==> src/rtl/core/fifo_free_block_allocator_top_defines.svh <==
// Assertion macros used by the allocator back end.
// Each macro expects signals named clock and reset in the calling scope.
`ifndef FIFO_FREE_BLOCK_ALLOCATOR_TOP_DEFINES_SVH
`define FIFO_FREE_BLOCK_ALLOCATOR_TOP_DEFINES_SVH

// same-cycle implication
`define FBA_ASSERT_IMP(lbl, ante, cons, msg) \
   lbl: assert property (@(posedge clock) disable iff (reset) (ante) |-> (cons)) \
      else $error(msg);

// next-cycle implication
`define FBA_ASSERT_NXT(lbl, ante, cons, msg) \
   lbl: assert property (@(posedge clock) disable iff (reset) (ante) |=> (cons)) \
      else $error(msg);

`endif

==> src/rtl/core/fba_pkg.sv <==
`timescale 1ns / 1ps
`default_nettype none

package fba_pkg;

   // field widths of the channel words
   localparam int IDX_W  = 10;
   localparam int CNT_W  = 7;
   localparam int STAT_W = 2;
   localparam int TOT_W  = 11;

   // defaults for the top-level parameters
   localparam int NUM_BLOCKS_DEF  = 1024;
   localparam int MAX_REQUEST_DEF = 64;

   // request function codes
   localparam logic FUNC_ALLOC   = 1'b0;
   localparam logic FUNC_RELEASE = 1'b1;

   // result status codes
   localparam logic [STAT_W-1:0] STATUS_OK          = 2'd0;
   localparam logic [STAT_W-1:0] STATUS_SHORT       = 2'd1;
   localparam logic [STAT_W-1:0] STATUS_BAD_RELEASE = 2'd2;

   // command class decided by the front end
   typedef enum logic [1:0] {
      CMD_ALLOC  = 2'd0,
      CMD_SHORT  = 2'd1,
      CMD_REL    = 2'd2,
      CMD_BADREL = 2'd3
   } cmd_kind_type;

   typedef struct packed {
      cmd_kind_type      kind;
      logic [CNT_W-1:0]  count;
      logic [IDX_W-1:0]  idx;
   } cmd_type;

   // head of the command queue as seen by the back end
   typedef struct packed {
      logic    vld;
      cmd_type cmd;
   } q_head_type;

endpackage

`default_nettype wire

==> src/rtl/core/fba_ifs.sv <==
`timescale 1ns / 1ps
`default_nettype none

// request channel
interface fba_req_if;
   logic                      valid;
   logic                      ready;
   logic                      func;
   logic [fba_pkg::CNT_W-1:0] req_count;
   logic [fba_pkg::IDX_W-1:0] free_index;
   logic                      free_last;

   modport source (output valid, func, req_count, free_index, free_last, input ready);
   modport sink   (input valid, func, req_count, free_index, free_last, output ready);
endinterface


`default_nettype wire

==> src/rtl/core/fba_front.sv <==
`timescale 1ns / 1ps
`default_nettype none

// Front end: takes request words, sorts them into commands and holds them in
// a two-entry queue for the back end. Zero-count allocates are dropped here.
module fba_front #(
   parameter int NUM_BLOCKS  = fba_pkg::NUM_BLOCKS_DEF,
   parameter int MAX_REQUEST = fba_pkg::MAX_REQUEST_DEF
) (
   input  wire               clock,
   input  wire               reset,
   fba_req_if.sink           req,
   output fba_pkg::q_head_type q_head,
   input  wire               q_pop
);

   localparam int QDEPTH = 2;
   localparam int QPW    = $clog2(QDEPTH);
   localparam int QCW    = $clog2(QDEPTH + 1);

   fba_pkg::cmd_type          q_ff [QDEPTH];
   logic [QPW-1:0]            rd_ptr_ff, rd_ptr_in;
   logic [QPW-1:0]            wr_ptr_ff, wr_ptr_in;
   logic [QCW-1:0]            q_cnt_ff, q_cnt_in;

   fba_pkg::cmd_type          cmd_new;
   logic                      accept;
   logic                      push;

   // classification of the incoming word
   always_comb begin
      cmd_new.count = req.req_count;
      cmd_new.idx   = req.free_index;
      if (req.func == fba_pkg::FUNC_ALLOC) begin
         if (32'(req.req_count) > 32'(MAX_REQUEST)) begin
            cmd_new.kind = fba_pkg::CMD_SHORT;
         end else begin
            cmd_new.kind = fba_pkg::CMD_ALLOC;
         end
      end else begin
         if (32'(req.free_index) >= 32'(NUM_BLOCKS)) begin
            cmd_new.kind = fba_pkg::CMD_BADREL;
         end else begin
            cmd_new.kind = fba_pkg::CMD_REL;
         end
      end
   end

   assign req.ready = (q_cnt_ff != QCW'(QDEPTH));
   assign accept    = req.valid && req.ready;
   // an allocate of nothing gives no result
   assign push      = accept && !((req.func == fba_pkg::FUNC_ALLOC) && (req.req_count == '0));

   assign q_head.vld = (q_cnt_ff != '0);
   assign q_head.cmd = q_ff[rd_ptr_ff];

   // queue pointers and fill
   always_comb begin
      rd_ptr_in = q_pop ? rd_ptr_ff + 1'b1 : rd_ptr_ff;
      wr_ptr_in = push  ? wr_ptr_ff + 1'b1 : wr_ptr_ff;
      q_cnt_in  = q_cnt_ff;
      if (push && !q_pop) begin
         q_cnt_in = q_cnt_ff + 1'b1;
      end else if (!push && q_pop) begin
         q_cnt_in = q_cnt_ff - 1'b1;
      end
   end

   always_ff @(posedge clock) begin
      if (reset) begin
         rd_ptr_ff <= '0;
         wr_ptr_ff <= '0;
         q_cnt_ff  <= '0;
      end else begin
         rd_ptr_ff <= rd_ptr_in;
         wr_ptr_ff <= wr_ptr_in;
         q_cnt_ff  <= q_cnt_in;
      end
   end

   // queue storage
   always_ff @(posedge clock) begin
      if (push) begin
         q_ff[wr_ptr_ff] <= cmd_new;
      end
   end

endmodule

`default_nettype wire

==> src/flat_wrapper.sv <==
// flat-port wrapper written by rule: the top's interface ports become plain ports
module fba_front_flat 
#(
   parameter int NUM_BLOCKS  = fba_pkg::NUM_BLOCKS_DEF,
   parameter int MAX_REQUEST = fba_pkg::MAX_REQUEST_DEF
)
  (clock, reset, q_head, q_pop, req_valid, req_func, req_req_count, req_free_index, req_free_last, req_ready);
  fba_req_if req_i ();
  input  wire clock;
  input  wire reset;
  output fba_pkg::q_head_type q_head;
  input  wire q_pop;
  input wire logic [$bits(req_i.valid)-1:0] req_valid;
  input wire logic [$bits(req_i.func)-1:0] req_func;
  input wire logic [$bits(req_i.req_count)-1:0] req_req_count;
  input wire logic [$bits(req_i.free_index)-1:0] req_free_index;
  input wire logic [$bits(req_i.free_last)-1:0] req_free_last;
  output wire logic [$bits(req_i.ready)-1:0] req_ready;
  assign req_i.valid = req_valid;
  assign req_i.func = req_func;
  assign req_i.req_count = req_req_count;
  assign req_i.free_index = req_free_index;
  assign req_i.free_last = req_free_last;
  assign req_ready = req_i.ready;
  fba_front #(.NUM_BLOCKS(NUM_BLOCKS), .MAX_REQUEST(MAX_REQUEST)) u_core (.clock(clock), .reset(reset), .req(req_i), .q_head(q_head), .q_pop(q_pop));
endmodule
==> config.mk <==
export PLATFORM = sky130hd
export DESIGN_NAME = fba_front_flat
export DESIGN_NICKNAME = d
export VERILOG_FILES = /design/src/rtl/core/fifo_free_block_allocator_top_defines.svh /design/src/rtl/core/fba_pkg.sv /design/src/rtl/core/fba_ifs.sv /design/src/rtl/core/fba_front.sv /design/src/flat_wrapper.sv
export SDC_FILE = /design/constraint.sdc
export NUM_CORES = 1
export LEC_CHECK = 0
export ABC_AREA = 1
export BUFFER_PORTS_ARGS = -buffer_cell sky130_fd_sc_hd__buf_4
export CAP_MARGIN = 30
export CORE_ASPECT_RATIO = 1.2
export CORE_MARGIN = 2
export CORE_UTILIZATION = 40
export DETAILED_ROUTE_END_ITERATION = 16
export RECOVER_POWER = 25
export SLEW_MARGIN = 20
export SYNTH_ARGS = -nofsm -noshare
export SYNTH_HDL_FRONTEND = slang
export SYNTH_SLANG_ARGS = --single-unit
==> constraint.sdc <==
create_clock -name clock -period 2 [get_ports clock]
set_input_delay 0.2 -clock clock [delete_from_list [all_inputs] [get_ports clock]]
set_output_delay 0.2 -clock clock [all_outputs]
set_load 0.02 [all_outputs]
## Yosys cells after proc, flatten, opt, wreduce, memory -nomap -nowiden

Memory sizes are Yosys's and may differ from the RTL's. A register that Yosys moved wholly into a read port is not among the register bits.
Index checks and enable logic that the tools add are counted.

- Bits in registers: 4
- RAM bits: 38
- Bits of input ports: 23
- Output and inout port bits: 21
- Logic and storage cells: 30
- Memories kept: 1

Memories:

| name | words | bits a word | rd ports | clocked after memory_dff | write ports | RTL line | source |
|---|---|---|---|---|---|---|---|
| u_core.q_ff | 2 | 19 | 1 | 1 | 1 | fba_front.sv:21 | `fba_pkg::cmd_type q_ff [QDEPTH];` |

- $add $sub $neg: 4
- Magnitude comparators: 1
- Eq/ne operators: 1
- Mux-type cells: 8
- Bitwise logic cells: 1
- Reduce and logical (&&, ||, !) cells: 11

Operators with widths:

| kind | number |
|---|---|
| 7-bit > comparator (second input constant) | 1 |
| 7-bit zero test | 1 |
| 2-bit two-way mux | 3 |
| 1-bit logical AND | 5 |
| 1-bit two-way mux | 5 |
| 2-bit nonzero test | 2 |
| 1-bit zero test | 3 |
| 1-bit adder (second input constant) | 2 |
| 2-bit by 1-bit adder with 2-bit output (second input constant) | 1 |
| 2-bit != test (second input constant) | 1 |
| 2-bit by 1-bit subtractor with 2-bit output (second input constant) | 1 |
| 1-bit NOT | 1 |

## Depth between registers and ports, before layout

Gate-level depths: netlist of the first run.

- Depth after elaboration: 8
- Depth in mapped cells: 9
- Gate-level depth less buffers: 9

## Least setup slack after synthesis of the first run

Ideal clock, no wire load.

- Path type: reg2reg
- Start: register u_core.q_cnt_ff[0]
- End: memory u_core.q_ff[0][0] (netlist name) (enable)
- Setup time: 0.395 ns
- Arrival time: 1.453 ns
- Data required time: 1.605 ns
- Setup slack: 0.152 ns
- Stages on the path, launching flop included: 5
- Buffers on the path: 0
- Clock period less this slack: 1.848 ns
- Cell sequence: dfxtp_1 > inv_2 > a21boi_1 > nand2_1 > nor2_1

- Word-level cells in the longest chain between the ends: 5

RTL lines:

| element | RTL line | source |
|---|---|---|
| start: declaration | fba_front.sv:24 | `logic [QCW-1:0] q_cnt_ff, q_cnt_in;` |
| start signal: assignment | fba_front.sv:77 | `q_cnt_ff <= q_cnt_in;` |
| 2-bit != test | fba_front.sv:49 | `assign req.ready = (q_cnt_ff != QCW'(QDEPTH));` |
| 1-bit logical AND | fba_front.sv:50 | `assign accept = req.valid && req.ready;` |
| 1-bit logical AND | fba_front.sv:52 | `assign push = accept && !((req.func == fba_pkg::FUNC_ALLOC) && (req.req_count == '0));` |
| 1-bit two-way mux | fba_front.sv:83 | `if (push) begin` |
| 1-bit two-way mux (not written as such) | fba_front.sv:84 | `q_ff[wr_ptr_ff] <= cmd_new;` |
| end: declaration | fba_front.sv:21 |  |

No other way between the ends.

==> impl_results.md, run 1 <==
- Status: completed
- Switching pwr: 0.4898 mW
- WL final: 2800 um
- Initial antenna violation count: 0
- Cell count along the critical path: 3
- Die Y: 75.16 um
- WHS Endpoint: u_core.rd_ptr_ff
- CTS Buffer Depth: 2
- RR Startpoint: u_core.q_cnt_ff[0]
- Global-route wire length before repair: 4395 um
- Mapped Cells: 98
- First-pass detailed-route iteration total: 2
- Post-DRT Antenna Nets: 0
- CP peak stage delay: 0.38 ns
- Critical path's slowest cell: mux2_2
- Hold_sp: reset
- Hold_ws: 0.08722 ns
- Syn nets: 122
- Via/cell ratio: 4.640
- Clock root cell: clkbuf_8
- Unrepaired setup endpoints after global routing: false
- Cell Area, Synth: 0.001688 mm^2
- Reg power frac: 54.8%
- R2R Setup Slk: 0.39 ns
- Die Wd: 63.30 um
- FF-to-FF path depth: 9
- Worst-Skew Late Latency: 0.28 ns
- Syn Area/Cell: 17.22 um^2
- WHS Path Cells: 2
- Max frequency: 605.0 MHz
- Critical path fanouts, max: 19
- Drt drc: 0
- CTS resizes: 0
- Worst-path clk slew: 0.07 ns
- Starting density of the core: 42.16%
- Layout cells sized above 1: 45.64%
- Die Area: 0.004758 mm^2
- Number of port buffers: 42
- Pin count of the biggest net entering global routing: 20
- WP buf/inv: 2
- Final Hold Fails: 0
- Worst path top cell family by delay: buffers and inverters
- Switching fraction of total power: 24.74%
- Area grow syn2layout: 26.98%
- Worst Setup Start Kind: flop
- Number of synthesized register bits: 43
- Setup TNS after final layout: 0 ns
- Post-CTS Hold Buffers: 0
- Worst min path class: input port to flop
- Kind of critical path: flop to primary output
- Critical Path AT: 1.45 ns
- Crit path required time: 1.80 ns
- Slew headroom: 73.55%
- Vias in the first global route: 1,027
- P_leak: 0.8494 nW
- GP Congestion: 0.7554
- FP Rows: 25
- GR Util All Layers: 12.59%
- Worst VDD drop: 510.7 uV
- Core ar.: 0.004004 mm^2
- Cell-internal power: 1.490 mW
- Drt initial violations: 12
- CTS tree: yes
- Max cap viols: 0
- Least-Margin Pin Slew: 0.3964 ns
- WL/cell: 13.79 um
- Register area share after synthesis: 73.54%
- Pwr Density: 923.8 mW/mm^2
- Post-Layout Cell Count: 203
- Reg-to-reg endpoint: u_core.q_cnt_ff[1]
- DPL Wire Length: 2098 um
- H-tree Lvls: 2
- Post-CTS setup buffer count: 0
- Post-layout nets: 173
- Comb power frac: 20.5%
- Dpl cells: 196
- TritonCTS buffer count: 5
- Dpl ws: 0.3090 ns
- # IOs: 44
- Fillers: 377
- # clock sinks: 43
- Synth warn: 0
- Fin crit share: 82.65%
- Critical Path, Cell by Cell: buf_4, mux2_2, buf_4
- Max-slew violations: 0
- Unique masters post-synth: 20
- Gr ovfl total: 0
- Total vias in the final route: 942
- N_diodes: 0
- Clk pwr share: 24.6%
- Skew final: 0.005444 ns
- Crit. End Element: primary output
- Final WS setup: 0.3471 ns
- Setup Viol. Count Final: 0
- Tmin final: 1.653 ns
- Most frequent CP cell: buf_4
- Total Power: 1.980 mW
[power groups by stage]
stage / combinational, mW / sequential (mW) / clock, mW
after floorplan: 0.252 / 1.10 / 0
after global placement: 0.407 / 1.10 / 0
after detailed placement: 0.419 / 1.11 / 0
after CTS: 0.420 / 1.09 / 0.506
after global routing: 0.439 / 1.09 / 0.536
final: 0.407 / 1.09 / 0.487
[synthesized netlist by cell type]
cell type  number  area, um^2
mux2_2          9       101.4
nand3_1         2       10.01
nand4_1         1       6.260
inv_1           6       22.52
mux2_4         10       150.1
dfxtp_1         5       100.1
nand3b_1        1       7.510
xnor2_1         1       8.760
or2_1           1       6.260
inv_2           1       3.750
nor2_1          8       30.03
a21boi_1        1       7.510
o21ai_0         1       5.000
ha_1            1       12.51
buf_12          1       20.02
edfxtp_1       38        1141
buf_6           1       11.26
a21oi_1         4       20.02
nand2_1         5       18.77
o21ai_1         1       5.000
[through the flow]
step | util [%] | instance area (um^2)
2_1_floorplan | - | 1688
3_3_place_gp | 52.06 | 2085
3_5_place_dp | 52.06 | 2085
4_1_cts | 54.00 | 2162
5_1_grt | 53.53 | 2143
6_report | 53.53 | 2143
[cell type report]
type | instances | area, um^2 | area share [%]
timing repair buffer | 46 | 339.1 | 15.82
inverter | 7 | 26.28 | 1.226
clock buffer | 5 | 68.82 | 3.211
clock inverter | 2 | 8.758 | 0.4086
multi-input combinational | 46 | 391.6 | 18.27
tap | 54 | 67.56 | 3.152
sequential | 43 | 1241 | 57.91
[worst reg2reg max path, delay by kind of cell, from the launching register on]
kind | cells | cell delay (ns)
AOI/OAI and AO/OA | 4 | 0.57
adders and majority gates | 1 | 0.25
buffers and inverters | 2 | 0.13
DFF | 1 | 0.33
and+or+nand+nor | 2 | 0.22
[placed cells by master, fill, tap and decap left out]
master / synthesis / final
a21boi_1: 1 / 1
a21oi_1: 4 / 4
buf_12: 1 / 1
buf_4: 0 / 32
clkbuf_1: 0 / 5
clkbuf_4: 0 / 8
clkbuf_8: 0 / 5
clkinv_1: 0 / 1
clkinv_2: 0 / 1
dfxtp_1: 5 / 5
edfxtp_1: 38 / 38
ha_1: 1 / 1
inv_1: 6 / 6
inv_2: 1 / 1
mux2_2: 9 / 9
mux2_4: 10 / 10
nand2_1: 5 / 5
nand3_1: 2 / 2
nand3b_1: 1 / 1
nand4_1: 1 / 1
nor2_1: 8 / 7
nor2_2: 0 / 1
o21ai_0: 1 / 1
o21ai_1: 1 / 1
or2_1: 1 / 1
xnor2_1: 1 / 1
[flip-flops by register name, summed over array words and instances, names as in the netlist, named ones only]
register / count
u_core.q_ff: 38
u_core.q_cnt_ff: 2
u_core.rd_ptr_ff: 1
u_core.wr_ptr_ff: 1
[kinds of logic (layout without fill, tap and decap cells)]
| logic type | Yosys count | count (layout) | share of synthesized area, % |
|---|---|---|---|
| adders and majority gates | 1 | 1 | 0.7412 |
| DFF | 43 | 43 | 73.54 |
| AOI/OAI and AO/OA | 7 | 7 | 2.224 |
| buffers and inverters | 9 | 60 | 3.410 |
| muxes | 19 | 19 | 14.90 |
| and+or+nand+nor | 18 | 18 | 4.671 |
| xor gates and xnor gates | 1 | 1 | 0.5190 |
[how the worst max path moves through the flow]
stage | startpoint | to | slack, ns
finish | flop | q_head[13] | 0.35
global route | u_core.q_cnt_ff[0] | u_core.q_cnt_ff[1] | 0.24
CTS | flop | q_head[13] | 0.31
detailed placement | req_req_count[1] | u_core.q_cnt_ff[1] | 0.31
global placement | req_req_count[5] | u_core.q_cnt_ff[1] | 0.45
floorplan | u_core.q_cnt_ff[0] | u_core.q_ff[0][0] | 0.15
[metal layers]
metal	GRT usage [%]	vias to the layer above	wire, um
li1	-	460	-
met3	4.933	6	168
met1	11.52	449	994
met5	0	-	0
met2	25.06	27	1594
met4	5.072	0	43
No activity file was read; power rests on OpenSTA's default activity.
==> run 2: changes to the inputs <==
Settings changed: ABC_AREA 1 to 0, PLACE_DENSITY from default to 0.66.
Clock period 2 ns to 1.3 ns, I/O delays scaled along.
==> run 2 against run 1 <==
  * The flow now finishes with violations (setup timing)
  * Final cell count up 4.4%
  * Final area up 22%
  * First-iteration DRC count increased to 3.4 times the previous value
  * Synthesized area is 3.3% lower
  * Sequential cell count unchanged
  * Total power grew 87%
  * Combinational power rose to 2.8 times the previous value
  * Clock-buffer cell count increased by 1
  * Die area down 3.1%
  * Clock power rose by 67%
  * Sequential share of layout area shrank 10 points
  * Worst hold slack worse by 0.067 ns
==> impl_results.md, run 2 <==
- Status: complete, but fails checks (was completed)
- Failing checks: setup timing
- Synth area leaders: edfxtp_1, mux2_2, dfxtp_1, o211a_4, xor2_1 (was edfxtp_1, mux2_4, mux2_2, dfxtp_1, nor2_1)
- Dpl cells: 193 (was 196)
- CP Capture Point: u_core.q_cnt_ff[1] (was q_head[13])
- Slew headroom: 83.23% (was 73.55%)
- Worst Setup SP: req_req_count[2]
- FP Rows: 25 (unchanged)
- Final WS setup: -0.2419 ns (was 0.3471 ns)
- Critical path fanouts, max: 2 (was 19)
- Area of the multi-input gates: 495.5 um^2 (was 391.6 um^2)
- Drt initial violations: 41 (was 12)
- DPL Wire Length: 2020 um (was 2098 um)
- Clk pwr share: 22.0% (was 24.6%)
- Switching fraction of total power: 26.22% (was 24.74%)
- Starting density of the core: 41.43% (was 42.16%)
- Cell Area, Synth: 0.001633 mm^2 (was 0.001688 mm^2)
- Worst min path class: input port to flop (unchanged)
- R2R Setup Slk: -0.14 ns (was 0.39 ns)
- Reg-to-reg endpoint: u_core.q_ff[0][12] (was u_core.q_cnt_ff[1])
- Post-layout nets: 181 (was 173)
- GR Util All Layers: 15.40% (was 12.59%)
- Critical Path AT: 1.77 ns (was 1.45 ns)
- P_leak: 1.049 nW (was 0.8494 nW)
- Area grow syn2layout: 59.77% (was 26.98%)
- Number of port buffers: 42 (unchanged)
- Final core utilization: 66.19% (was 53.53%)
- CTS Buffer Depth: 2 (unchanged)
- Max cap viols: 0 (unchanged)
- Initial antenna violation count: 0 (unchanged)
- # clock sinks: 43 (unchanged)
- Unrepaired setup endpoints after global routing: true (was false)
- Die Area: 0.004611 mm^2 (was 0.004758 mm^2)
- Post-CTS Hold Buffers: 0 (unchanged)
- Worst VDD drop: 950.7 uV (was 510.7 uV)
- Post-DRT Antenna Nets: 0 (unchanged)
- EDFF count, synth: 38 (unchanged)
- Hold_sp: req_free_index[3] (was reset)
- WL final: 3312 um (was 2800 um)
- Setup TNS after final layout: -11.15 ns (was 0 ns)
- Post-synth top cells: edfxtp_1, mux2_2, dfxtp_1 (was edfxtp_1, mux2_4, mux2_2)
- Die Y: 73.99 um (was 75.16 um)
- Final Hold Fails: 0 (unchanged)
- Setup Viol. Count Final: 61 (was 0)
- GP Congestion: 0.6644 (was 0.7554)
- Synth warn: 0 (unchanged)
- Commonest register cell after synthesis: edfxtp_1 (unchanged)
- Comb power frac: 30.7% (was 20.5%)
- Tmin final: 1.542 ns
- Fin crit share: 118.6%
- Worst-path clk slew: 0.08 ns (was 0.07 ns)
- Vias in the first global route: 1,058 (was 1,027)
- H-tree Lvls: 2 (unchanged)
- Pin count of the biggest net entering global routing: 16 (was 20)
- # IOs: 44 (unchanged)
- WL/cell: 15.62 um (was 13.79 um)
- Skew final: 0.005473 ns (was 0.005444 ns)
- Syn nets: 111 (was 122)
- Layout cells sized above 1: 65.82% (was 45.64%)
- Ys async rst share: 0% (unchanged)
- Register area share after synthesis: 76.02% (was 73.54%)
- Critical Path, Cell by Cell: buf_6, or4_4, o211a_4, ha_4, xor2_2, or3_1, a21oi_2 (was buf_4, mux2_2, buf_4)
- Drt drc: 0 (unchanged)
- N_diodes: 0 (unchanged)
- Commonest non-fill, non-tap cell in the layout: edfxtp_1 (unchanged)
- Core ar.: 0.003941 mm^2 (was 0.004004 mm^2)
- Syn Area/Cell: 18.77 um^2 (was 17.22 um^2)
- Reg power frac: 47.3% (was 54.8%)
- Global-route wire length before repair: 5230 um (was 4395 um)
- Clock root cell: clkbuf_8 (unchanged)
- Max-slew violations: 0 (unchanged)
- RR Startpoint: u_core.q_cnt_ff[0] (unchanged)
- CP peak stage delay: 0.52 ns (was 0.38 ns)
- Die Wd: 62.33 um (was 63.30 um)
- Fillers: 269 (was 377)
- Switching pwr: 0.9708 mW (was 0.4898 mW)
- FF/Latch Area: 0.001246 mm^2 (was 0.001241 mm^2)
- CTS tree: yes (unchanged)
- Largest Register: u_core.q_ff (unchanged)
- FF-to-FF path depth: 6 (was 9)
- Worst Setup Start Kind: input port (was flop)
- Pwr Density: 1419 mW/mm^2 (was 923.8 mW/mm^2)
- Least-Margin Pin Slew: 0.2510 ns (was 0.3964 ns)
- Mapped Cells: 87 (was 98)
- Cell-internal power: 2.732 mW (was 1.490 mW)
- WHS Path Cells: 1 (was 2)
- Kind of critical path: input port to flop (was flop to primary output)
- Number of synthesized register bits: 43 (unchanged)
- Via/cell ratio: 4.656 (was 4.640)
- Critical path's slowest cell: or4_4 (was mux2_2)
- TritonCTS buffer count: 5 (unchanged)
- Top-count cell post-synth: edfxtp_1 (unchanged)
- Gr ovfl total: 0 (unchanged)
- Top Registers: u_core.q_ff x38, u_core.q_cnt_ff x2 (unchanged)
- Max frequency: 648.6 MHz
- Most frequent cells in the layout: edfxtp_1, buf_4, buf_6 (was edfxtp_1, buf_4, mux2_4)
- Worst-Skew Late Latency: 0.29 ns (was 0.28 ns)
- Largest register FFs: 38 (unchanged)
- Post-Layout Cell Count: 212 (was 203)
- Area leader, netlist: edfxtp_1 (unchanged)
- First-pass detailed-route iteration total: 4 (was 2)
- Top cell type's share of synthesized area: 69.89% (was 67.61%)
- Total vias in the final route: 987 (was 942)
- Unique masters post-synth: 23 (was 20)
- Crit. End Element: flop (was primary output)
- Crit path required time: 1.53 ns (was 1.80 ns)
-- run 2: layout make-up --
| cell class | instances | area share (%) |
|---|---|---|
| repair buffers | 65 | 27.24 |
| flip-flops and latches | 43 | 47.77 |
| well taps | 54 | 2.590 |
| clock buffers | 6 | 2.782 |
| clock inverters | 2 | 0.4796 |
| multi-input cells | 41 | 18.99 |
| inverters | 1 | 0.1439 |
-- run 2: metrics by stage --
step                      cell area, um^2  worst slack (ns)  hold WS (ns)  total power [mW]
after floorplan                      1668           -0.3792        0.1950             2.209
after global placement               2143           -0.5226        0.3152             2.554
after detailed placement             2143           -0.5861        0.3192             2.588
after CTS                            2551           -0.2537       0.01843             3.684
after global routing                 2609           -0.2687      0.008743             3.866
final                                2609           -0.2419       0.01993             3.703
-- run 2: worst min path at each step --
stage	end	slack (ns)
2_1_floorplan	u_core.q_cnt_ff[0]	0.19
3_3_place_gp	u_core.q_ff[0][8]	0.32
3_5_place_dp	u_core.q_ff[0][1]	0.32
4_1_cts	u_core.q_ff[0][1]	0.02
5_1_grt	u_core.q_ff[1][3]	0.009
6_report	u_core.q_ff[0][3]	0.02
-- run 2: cells by family (layout without fill, tap and decap cells) --
| kind of cell | after synthesis | after routing | synth area share, % |
|---|---|---|---|
| multiplexers | 20 | 20 | 14.02 |
| adder cells (fa/ha/maj) | 1 | 1 | 0.7662 |
| XOR/XNOR | 3 | 3 | 1.609 |
| AO/OA/AOI/OAI | 3 | 3 | 1.685 |
| buffers and inverters | 3 | 74 | 0.7655 |
| flip-flops | 43 | 43 | 76.02 |
| AND/OR/NAND/NOR | 14 | 14 | 5.135 |
-- run 2: metal layers --
metal / part of all wire, % / up-vias / wire length (um) / track usage, %
met2: 59 / 32 / 1949 / 28.99
met5: 0 / - / 0 / 0
met1: 35 / 480 / 1169 / 17.37
met3: 4.8 / 2 / 158 / 2.421
li1: - / 473 / - / -
met4: 1.1 / 0 / 35 / 7.654
-- run 2: what timing repair did --
item	CTS	global route
buffers inserted	8	1
pin swaps	1	0
endpoints found under the setup margin	61	61
resized for setup	51	2
gates cloned	2	2
-- run 2: power groups by stage --
| stage | Sequential, mW | Combinational [mW] | Clock (mW) |
|---|---|---|---|
| after floorplan | 1.76 | 0.453 | 0 |
| after global placement | 1.76 | 0.798 | 0 |
| after detailed placement | 1.77 | 0.820 | 0 |
| after CTS | 1.75 | 1.11 | 0.826 |
| after global routing | 1.77 | 1.20 | 0.893 |
| final | 1.75 | 1.14 | 0.815 |
-- run 2: critical path: cells and delay by family --
family | cells | cell delay [ns]
buffers and inverters | 1 | 0.10
xor gates and xnor gates | 1 | 0.14
AOI/OAI and AO/OA | 2 | 0.40
adders and majority gates | 1 | 0.16
and+or+nand+nor | 2 | 0.84
